$ cat src/design/cds_pkg.sv
// ----------------------------------------------------------------------------
// cds_pkg
// Shared types and constants for the coverage depth segmenter.
// ----------------------------------------------------------------------------
package cds_pkg;

    localparam int unsigned MAX_DEPTH = 1000000;

    localparam int unsigned OP_W     = 2;
    localparam int unsigned CONTIG_W = 16;
    localparam int unsigned POS_W    = 31;
    localparam int unsigned DEPTH_W  = 20;
    localparam int unsigned QUAL_W   = 8;
    localparam int unsigned TOL_W    = 17;
    localparam int unsigned BAND_W   = 21;
    localparam int unsigned LEN_W    = 31;
    localparam int unsigned SUM_W    = 52;
    localparam int unsigned APB_AW   = 3;
    localparam int unsigned APB_DW   = 32;

    localparam logic [TOL_W-1:0] ONE_Q16   = TOL_W'(65536);
    localparam logic [15:0]      ROUND_Q16 = 16'd32702;

    localparam logic [QUAL_W-1:0] QUAL_THR_RESET  = QUAL_W'(20);
    localparam logic [TOL_W-1:0]  DEPTH_TOL_RESET = TOL_W'(13107);

    typedef enum logic [OP_W-1:0] {
        OP_HEADER = 2'd0,
        OP_READ   = 2'd1,
        OP_FLUSH  = 2'd2
    } t_op;

    typedef enum logic {
        REG_QUAL_THR  = 1'b0,
        REG_DEPTH_TOL = 1'b1
    } t_reg;

endpackage

$ cat src/design/coverage_depth_segmenter.sv
// ----------------------------------------------------------------------------
// coverage_depth_segmenter
// Splits a pileup stream into runs of similar coverage depth.
// ----------------------------------------------------------------------------
// Takes one item per clock. Each item updates the run state in the cycle it is
// accepted. A closed run is loaded into the result register at that same edge
// and shows on the result port from the next cycle.
// The input side is ready whenever the result register is empty or its beat
// is being taken in the same cycle, so a full result register stalls input
// only while the downstream side holds off. The depth band of a run is worked
// out by a 20x17 and a 20x18 multiply when the run opens; all other work is
// compares and saturating adds on the run counters.
module coverage_depth_segmenter
    import cds_pkg::*;
(
    input  logic                i_clk,
    input  logic                i_rst_n,

    // configuration
    input  logic                psel,
    input  logic                penable,
    input  logic                pwrite,
    input  logic [APB_AW-1:0]   paddr,
    input  logic [APB_DW-1:0]   pwdata,
    output logic [APB_DW-1:0]   prdata,
    output logic                pready,

    // input items
    input  logic                i_in_valid,
    output logic                o_in_ready,
    input  logic [OP_W-1:0]     i_op,
    input  logic [CONTIG_W-1:0] i_contig_id,
    input  logic [POS_W-1:0]    i_position,
    input  logic [DEPTH_W-1:0]  i_depth,
    input  logic [QUAL_W-1:0]   i_read_quality,

    // closed runs
    output logic                o_out_valid,
    input  logic                i_out_ready,
    output logic [CONTIG_W-1:0] o_segment_contig,
    output logic [POS_W-1:0]    o_segment_start,
    output logic [LEN_W-1:0]    o_segment_length,
    output logic [SUM_W-1:0]    o_depth_sum,
    output logic [SUM_W-1:0]    o_high_quality_sum
);

    // configuration registers
    logic [QUAL_W-1:0]   r_qual_thr;
    logic [TOL_W-1:0]    r_depth_tol;

    // run state
    logic                r_run_open,    n_run_open;
    logic [CONTIG_W-1:0] r_prev_contig, n_prev_contig;
    logic [POS_W-1:0]    r_prev_pos,    n_prev_pos;
    logic [BAND_W-1:0]   r_band_low,    n_band_low;
    logic [BAND_W-1:0]   r_band_high,   n_band_high;
    logic [POS_W-1:0]    r_run_start,   n_run_start;
    logic [LEN_W-1:0]    r_run_len,     n_run_len;
    logic [SUM_W-1:0]    r_depth_sum,   n_depth_sum;
    logic [SUM_W-1:0]    r_high_sum,    n_high_sum;

    // result register
    logic                r_out_valid;
    logic [CONTIG_W-1:0] r_out_contig;
    logic [POS_W-1:0]    r_out_start;
    logic [LEN_W-1:0]    r_out_len;
    logic [SUM_W-1:0]    r_out_depth_sum;
    logic [SUM_W-1:0]    r_out_high_sum;

    logic                w_in_fire;
    logic                w_emit;
    logic                w_cfg_wr;
    logic [DEPTH_W-1:0]  w_depth_cap;
    logic [TOL_W-1:0]    w_low_factor;
    logic [TOL_W:0]      w_high_factor;
    logic [36:0]         w_lo_prod;
    logic [37:0]         w_hi_prod;
    logic [BAND_W-1:0]   w_lo_band;
    logic [BAND_W:0]     w_hi_shift;
    logic [BAND_W-1:0]   w_hi_band;
    logic [POS_W:0]      w_next_pos;
    logic                w_break;
    logic [SUM_W:0]      w_sum_add;

    // ------------------------------------------------------------------------
    // configuration port
    // ------------------------------------------------------------------------
    assign pready   = 1'b1;
    assign w_cfg_wr = psel & penable & pwrite & pready;

    always_ff @(posedge i_clk) begin
        if (!i_rst_n) begin
            r_qual_thr  <= QUAL_THR_RESET;
            r_depth_tol <= DEPTH_TOL_RESET;
        end else if (w_cfg_wr) begin
            unique case (t_reg'(paddr[2]))
                REG_QUAL_THR:  r_qual_thr  <= pwdata[QUAL_W-1:0];
                REG_DEPTH_TOL: r_depth_tol <= pwdata[TOL_W-1:0];
                default: ;
            endcase
        end
    end

    always_comb begin
        unique case (t_reg'(paddr[2]))
            REG_QUAL_THR:  prdata = APB_DW'(r_qual_thr);
            REG_DEPTH_TOL: prdata = APB_DW'(r_depth_tol);
            default:       prdata = '0;
        endcase
    end

    // ------------------------------------------------------------------------
    // header datapath
    // ------------------------------------------------------------------------
    assign o_in_ready = !r_out_valid || i_out_ready;
    assign w_in_fire  = i_in_valid && o_in_ready;

    assign w_depth_cap = (i_depth > DEPTH_W'(MAX_DEPTH)) ? DEPTH_W'(MAX_DEPTH) : i_depth;

    // tolerance above one clamps the lower factor to zero
    assign w_low_factor  = (r_depth_tol > ONE_Q16) ? '0 : ONE_Q16 - r_depth_tol;
    assign w_high_factor = {1'b0, ONE_Q16} + {1'b0, r_depth_tol};

    assign w_lo_prod = 37'(w_depth_cap) * 37'(w_low_factor) + 37'(ROUND_Q16);
    assign w_hi_prod = 38'(w_depth_cap) * 38'(w_high_factor) + 38'(ROUND_Q16);

    // low band never exceeds the depth itself, so 21 bits always hold it
    assign w_lo_band  = w_lo_prod[16 +: BAND_W];
    assign w_hi_shift = w_hi_prod[16 +: BAND_W+1];
    assign w_hi_band  = w_hi_shift[BAND_W] ? '1 : w_hi_shift[BAND_W-1:0];

    // 32-bit compare, so the last position is never followed
    assign w_next_pos = {1'b0, r_prev_pos} + (POS_W+1)'(1);

    assign w_break = !r_run_open
                  || (i_contig_id != r_prev_contig)
                  || ({1'b0, i_position} != w_next_pos)
                  || (BAND_W'(w_depth_cap) < r_band_low)
                  || (BAND_W'(w_depth_cap) > r_band_high);

    assign w_sum_add = {1'b0, r_depth_sum} + (SUM_W+1)'(w_depth_cap);

    always_comb begin
        n_run_open    = r_run_open;
        n_prev_contig = r_prev_contig;
        n_prev_pos    = r_prev_pos;
        n_band_low    = r_band_low;
        n_band_high   = r_band_high;
        n_run_start   = r_run_start;
        n_run_len     = r_run_len;
        n_depth_sum   = r_depth_sum;
        n_high_sum    = r_high_sum;
        w_emit        = 1'b0;

        if (w_in_fire) begin
            case (t_op'(i_op))
                OP_HEADER: begin
                    if (w_break) begin
                        w_emit        = r_run_open;
                        n_run_open    = 1'b1;
                        n_prev_contig = i_contig_id;
                        n_run_start   = i_position;
                        n_band_low    = w_lo_band;
                        n_band_high   = w_hi_band;
                        n_run_len     = LEN_W'(1);
                        n_depth_sum   = SUM_W'(w_depth_cap);
                        n_high_sum    = '0;
                    end else begin
                        if (r_run_len != '1) begin
                            n_run_len = r_run_len + LEN_W'(1);
                        end
                        n_depth_sum = w_sum_add[SUM_W] ? '1 : w_sum_add[SUM_W-1:0];
                    end
                    n_prev_pos = i_position;
                end
                OP_READ: begin
                    if (r_run_open && (i_read_quality >= r_qual_thr)
                            && (r_high_sum != '1)) begin
                        n_high_sum = r_high_sum + SUM_W'(1);
                    end
                end
                OP_FLUSH: begin
                    if (r_run_open) begin
                        w_emit      = 1'b1;
                        n_run_open  = 1'b0;
                        n_run_len   = '0;
                        n_depth_sum = '0;
                        n_high_sum  = '0;
                    end
                end
                default: ;
            endcase
        end
    end

    always_ff @(posedge i_clk) begin
        if (!i_rst_n) begin
            r_run_open <= 1'b0;
        end else begin
            r_run_open <= n_run_open;
        end
    end

    // run payload only matters while a run is open
    always_ff @(posedge i_clk) begin
        r_prev_contig <= n_prev_contig;
        r_prev_pos    <= n_prev_pos;
        r_band_low    <= n_band_low;
        r_band_high   <= n_band_high;
        r_run_start   <= n_run_start;
        r_run_len     <= n_run_len;
        r_depth_sum   <= n_depth_sum;
        r_high_sum    <= n_high_sum;
    end

    // ------------------------------------------------------------------------
    // result register: holds the closed run as it stood before this beat
    // ------------------------------------------------------------------------
    always_ff @(posedge i_clk) begin
        if (!i_rst_n) begin
            r_out_valid <= 1'b0;
        end else if (w_emit) begin
            r_out_valid <= 1'b1;
        end else if (i_out_ready) begin
            r_out_valid <= 1'b0;
        end
    end

    always_ff @(posedge i_clk) begin
        if (w_emit) begin
            r_out_contig    <= r_prev_contig;
            r_out_start     <= r_run_start;
            r_out_len       <= r_run_len;
            r_out_depth_sum <= r_depth_sum;
            r_out_high_sum  <= r_high_sum;
        end
    end

    assign o_out_valid        = r_out_valid;
    assign o_segment_contig   = r_out_contig;
    assign o_segment_start    = r_out_start;
    assign o_segment_length   = r_out_len;
    assign o_depth_sum        = r_out_depth_sum;
    assign o_high_quality_sum = r_out_high_sum;

endmodule

$ cat config.mk
export PLATFORM = sky130hd
export DESIGN_NAME = coverage_depth_segmenter
export DESIGN_NICKNAME = d
export VERILOG_FILES = /design/src/design/cds_pkg.sv /design/src/design/coverage_depth_segmenter.sv
export SDC_FILE = /design/constraint.sdc
export NUM_CORES = 2
export LEC_CHECK = 0
export ABC_CLOCK_PERIOD_IN_PS = 19550
export CAP_MARGIN = 20
export CORE_MARGIN = 2
export CORE_UTILIZATION = 61
export CTS_BUF_LIST = sky130_fd_sc_hd__clkbuf_8
export DETAILED_ROUTE_END_ITERATION = 10
export DONT_BUFFER_PORTS = 1
export PLACE_DENSITY_LB_ADDON = 0.3
export SYNTH_ARGS = -nofsm -noshare
export SYNTH_HDL_FRONTEND = slang
export SYNTH_SLANG_ARGS = --single-unit
$ cat constraint.sdc
create_clock -name i_clk -period 19.55 [get_ports i_clk]
set_clock_uncertainty 0.2 [all_clocks]
set_input_delay 3.91 -clock i_clk [delete_from_list [all_inputs] [get_ports i_clk]]
set_output_delay 3.91 -clock i_clk [all_outputs]
set_load 0.02 [all_outputs]
==> results.tsv <==
metric	value	unit
status	completed	
R2R cell count	30	
sw frac	0.446	
P&R area growth vs syn	5.65	%
NetSw	0.00302	W
Layout fillers	5526	
CP Launch Type	input port	
period utilization	0.713	
CTS clk-pin slew, worst paths	0.06	ns
crit path kind	in -> reg	
vias	31613	
Synth Register Bits	464	
num ports	336	
Final Hold Vio Count	0	
CP max FO	54	
HPWL Detailed	84800	µm
source of the worst hold timing path	r_run_start[8]	
grt total ovfl	0	
RSZ-0062 raised after global routing	false	
largest net degree at the start of global routing	183	
Seq/Total Area, Yosys	0.312	
Hold Path End	o_segment_start[8]	
Seq pwr share	0.204	
Combinational Power Share	0.667	
I/O Buffers	0	
peak supply drop	0.000179	V
Buf+Inv Stages, Crit Path	7	
Reg area	13700	µm²
initial antenna violation count	5	
Final Max Slew Viols	0	
Pint	0.00374	W
Req. time, crit path	19.84	ns
final setup TNS	0	ns
H-tree Lvls	3	
Row Count	98	
number of global-route vias before repair	32214	
multi-input logic area	26500	µm²
clk buf depth	3	
Crit path top cell by count	fa_1	
mux share of post-synthesis cell area	0.00246	
share of layout cells above drive strength 1	0.0483	
Clk Latency, worst-skew pair	0.69	ns
post-route minimum period	13.93	ns
root buffer cell	clkbuf_8	
Initial Util	0.614	
CTS buffer count	78	
post-CTS setup buffer count	0	
Reg2Reg Capture Point	r_band_low[15]	
FMAX	71.8	MHz
hold path cells	0	
Post-Synth XOR/XNOR Area	0.0413	
global-route wire length before repair	182000	µm
Gates resized, CTS repair	0	
CTS Hold Bufs	0	
Via density	5.98	
GPL Wtd Cong	0.954	
Hold Crit Class	reg -> reg	
Detailed Route WL	116000	µm
CP endpoint kind	flop	
ys async rst share	0	
Tot GR Track Use	0.320	
number of flops mapped to enable cells by yosys	437	
drt wl/cell	21.9	µm
clk sinks	464	
post-route ant nets	0	
drt initial violations	3354	
Placeable Area	71200	µm²
Synth Flop Type	edfxtp_1	
Synth Cell Area	43700	µm²
largest family of logic cells by synthesized area	adder cells	
final setup violating endpoints	0	
max incr delay on CP	0.85	ns
Clk network pwr share	0.129	
max-cap viol count	0	
Synth cell types	81	
cell taking the most area after synthesis	edfxtp_1	
Compound-Gate Fraction of Synth Area	0.0616	
CP max-delay cell	nand4_1	
simple-gate share of the synthesized area	0.152	
DRC errors left	0	
Die ar.	73800	µm²
origin of the critical flop-to-flop path	r_depth_tol[2]	
# nets final	5260	
top cell type's share of synthesized area	0.300	
synth top area cells	edfxtp_1, fa_1, ha_1	
Pwr Density	146	nW/µm²
Largest delay share family, worst path	adder cells	
CTS tree	built	
measured slew at the worst slew-check pin	1.16	ns
DRT Pass-1 Iters	5	
syn avg cell area	10.1	µm²
worst endpoint data arrival time	14.22	ns
Die Y-Extent	272	µm
chip width	272	µm
post-synthesis cell count	4327	
Pwr Total	0.00676	W
worst slew margin relative to its limit	0.228	
Worst R2R Setup Slack	9.07	ns
Warnings, synthesis	0	
Post-Synth Adder-Cell Area	0.346	
Lkg Pwr	20.8	nW
[layout by cell type, fill, tap and decap left out, drive strengths merged, types with 15 or more instances in the layout]
cell type and n:
inv 767, fa 561, nand2 509, edfxtp 437, nor2 325, ha 310, a21oi 130, and3 129
xnor2 120, and2 113, nand3 93, xor2 86, clkbuf 83, buf 64, o21ai 60, nor3 46
a21o 41, a211oi 40, nand4 39, clkinv 34, nor4 33, dfxtp 27, or3 20, nand2b 19
o21a 18, o211ai 18, conb 17, nor2b 15
[state kept, by name, indices dropped and copies added, names as in the netlist]
name                cells
r_high_sum             52
r_depth_sum            52
r_band_low             21
r_run_start            31
o_segment_start        31
r_run_len              31
r_band_high            21
o_depth_sum            52
r_prev_pos             31
r_qual_thr              8
r_run_open              1
r_depth_tol            17
o_segment_length       31
o_high_quality_sum     52
o_out_valid             1
o_segment_contig       16
r_prev_contig          16
[worst register-to-register path, delay by kind of cell (launching register included)]
family	cells	cell delay [ns]
fa+ha+maj	7	3.42
simple gates	8	3.36
compound gates	8	1.88
buf+inv	6	0.97
flops	1	0.29
xor+xnor	1	0.09
[per-stage QoR]
stage	cells	worst slack [ns]	hold WS, ns	utilization	instance area [µm²]
detailed placement	5137	5.24	0.205	0.627	44600
global placement	5136	5.41	0.200	0.626	44600
finish	5283	5.62	0.201	0.648	46200
global route	5283	5.13	0.194	0.648	46200
floorplan	4342	4.34	0.200	-	43800
CTS	5277	6.00	0.191	0.648	46200
[metal layers]
layer  track usage  share of wire
met2         0.510           0.46
met1         0.410           0.37
met3        0.0954           0.12
met4         0.133          0.045
met5             0        0.00011
[synthesized netlist by cell type, types with 12 or more instances]
cell type	instances
inv_1	743
a21oi_1	130
o21a_1	18
xnor2_1	120
buf_4	16
o211ai_1	18
nor3_1	46
nor2_1	325
and3_1	129
clkbuf_1	187
fa_1	561
nand3_1	93
o21ai_0	57
and2_1	112
edfxtp_1	437
ha_1	310
a211oi_1	38
nor2b_1	15
nor4_1	31
nand2_1	509
a31oi_1	12
or3_1	20
a21o_1	41
nand4_1	38
dfxtp_1	27
and4_1	13
xor2_1	86
a2111oi_0	12
nand2b_1	19
[power by group through the flow]
stage                     clock, W  sequential (W)  combinational [W]
final                     0.000874         0.00138            0.00451
after global routing      0.000931         0.00138            0.00516
after CTS                 0.000890         0.00138            0.00451
after detailed placement         0         0.00140            0.00446
after global placement           0         0.00140            0.00433
after floorplan                  0         0.00139            0.00348
[worst max-delay path by stage]
stage           startpoint         endpoint  slack [ns]  cells after the start
6_report       i_depth[19]   r_band_high[7]        5.62                     28
5_1_grt        i_depth[19]  r_band_high[14]        5.13                     28
4_1_cts        i_depth[19]   r_band_high[7]        6.00                     28
3_3_place_gp   i_depth[19]   r_band_high[7]        5.41                     28
3_5_place_dp   i_depth[19]   r_band_high[7]        5.24                     28
2_1_floorplan  i_depth[10]   o_depth_sum[0]        4.34                     18
[final cells by class]
class | instances | share of cell area
multi-input cells | 2911 | 0.573
diodes | 3 | 0.000163
inverters | 749 | 0.0609
flip-flops and latches | 464 | 0.296
clock buffers | 81 | 0.0241
clock inverters | 59 | 0.00915
well taps | 950 | 0.0257
repair buffers | 66 | 0.0110
[cells by family (layout without fill, tap and decap cells)]
group | Yosys count | in the layout
buf+inv | 967 | 955
compound gates | 409 | 409
flops | 464 | 464
mux | 10 | 10
xor+xnor | 206 | 206
other cells | 2 | 20
fa+ha+maj | 871 | 871
simple gates | 1398 | 1398
Power figures use the tool's default switching activity.
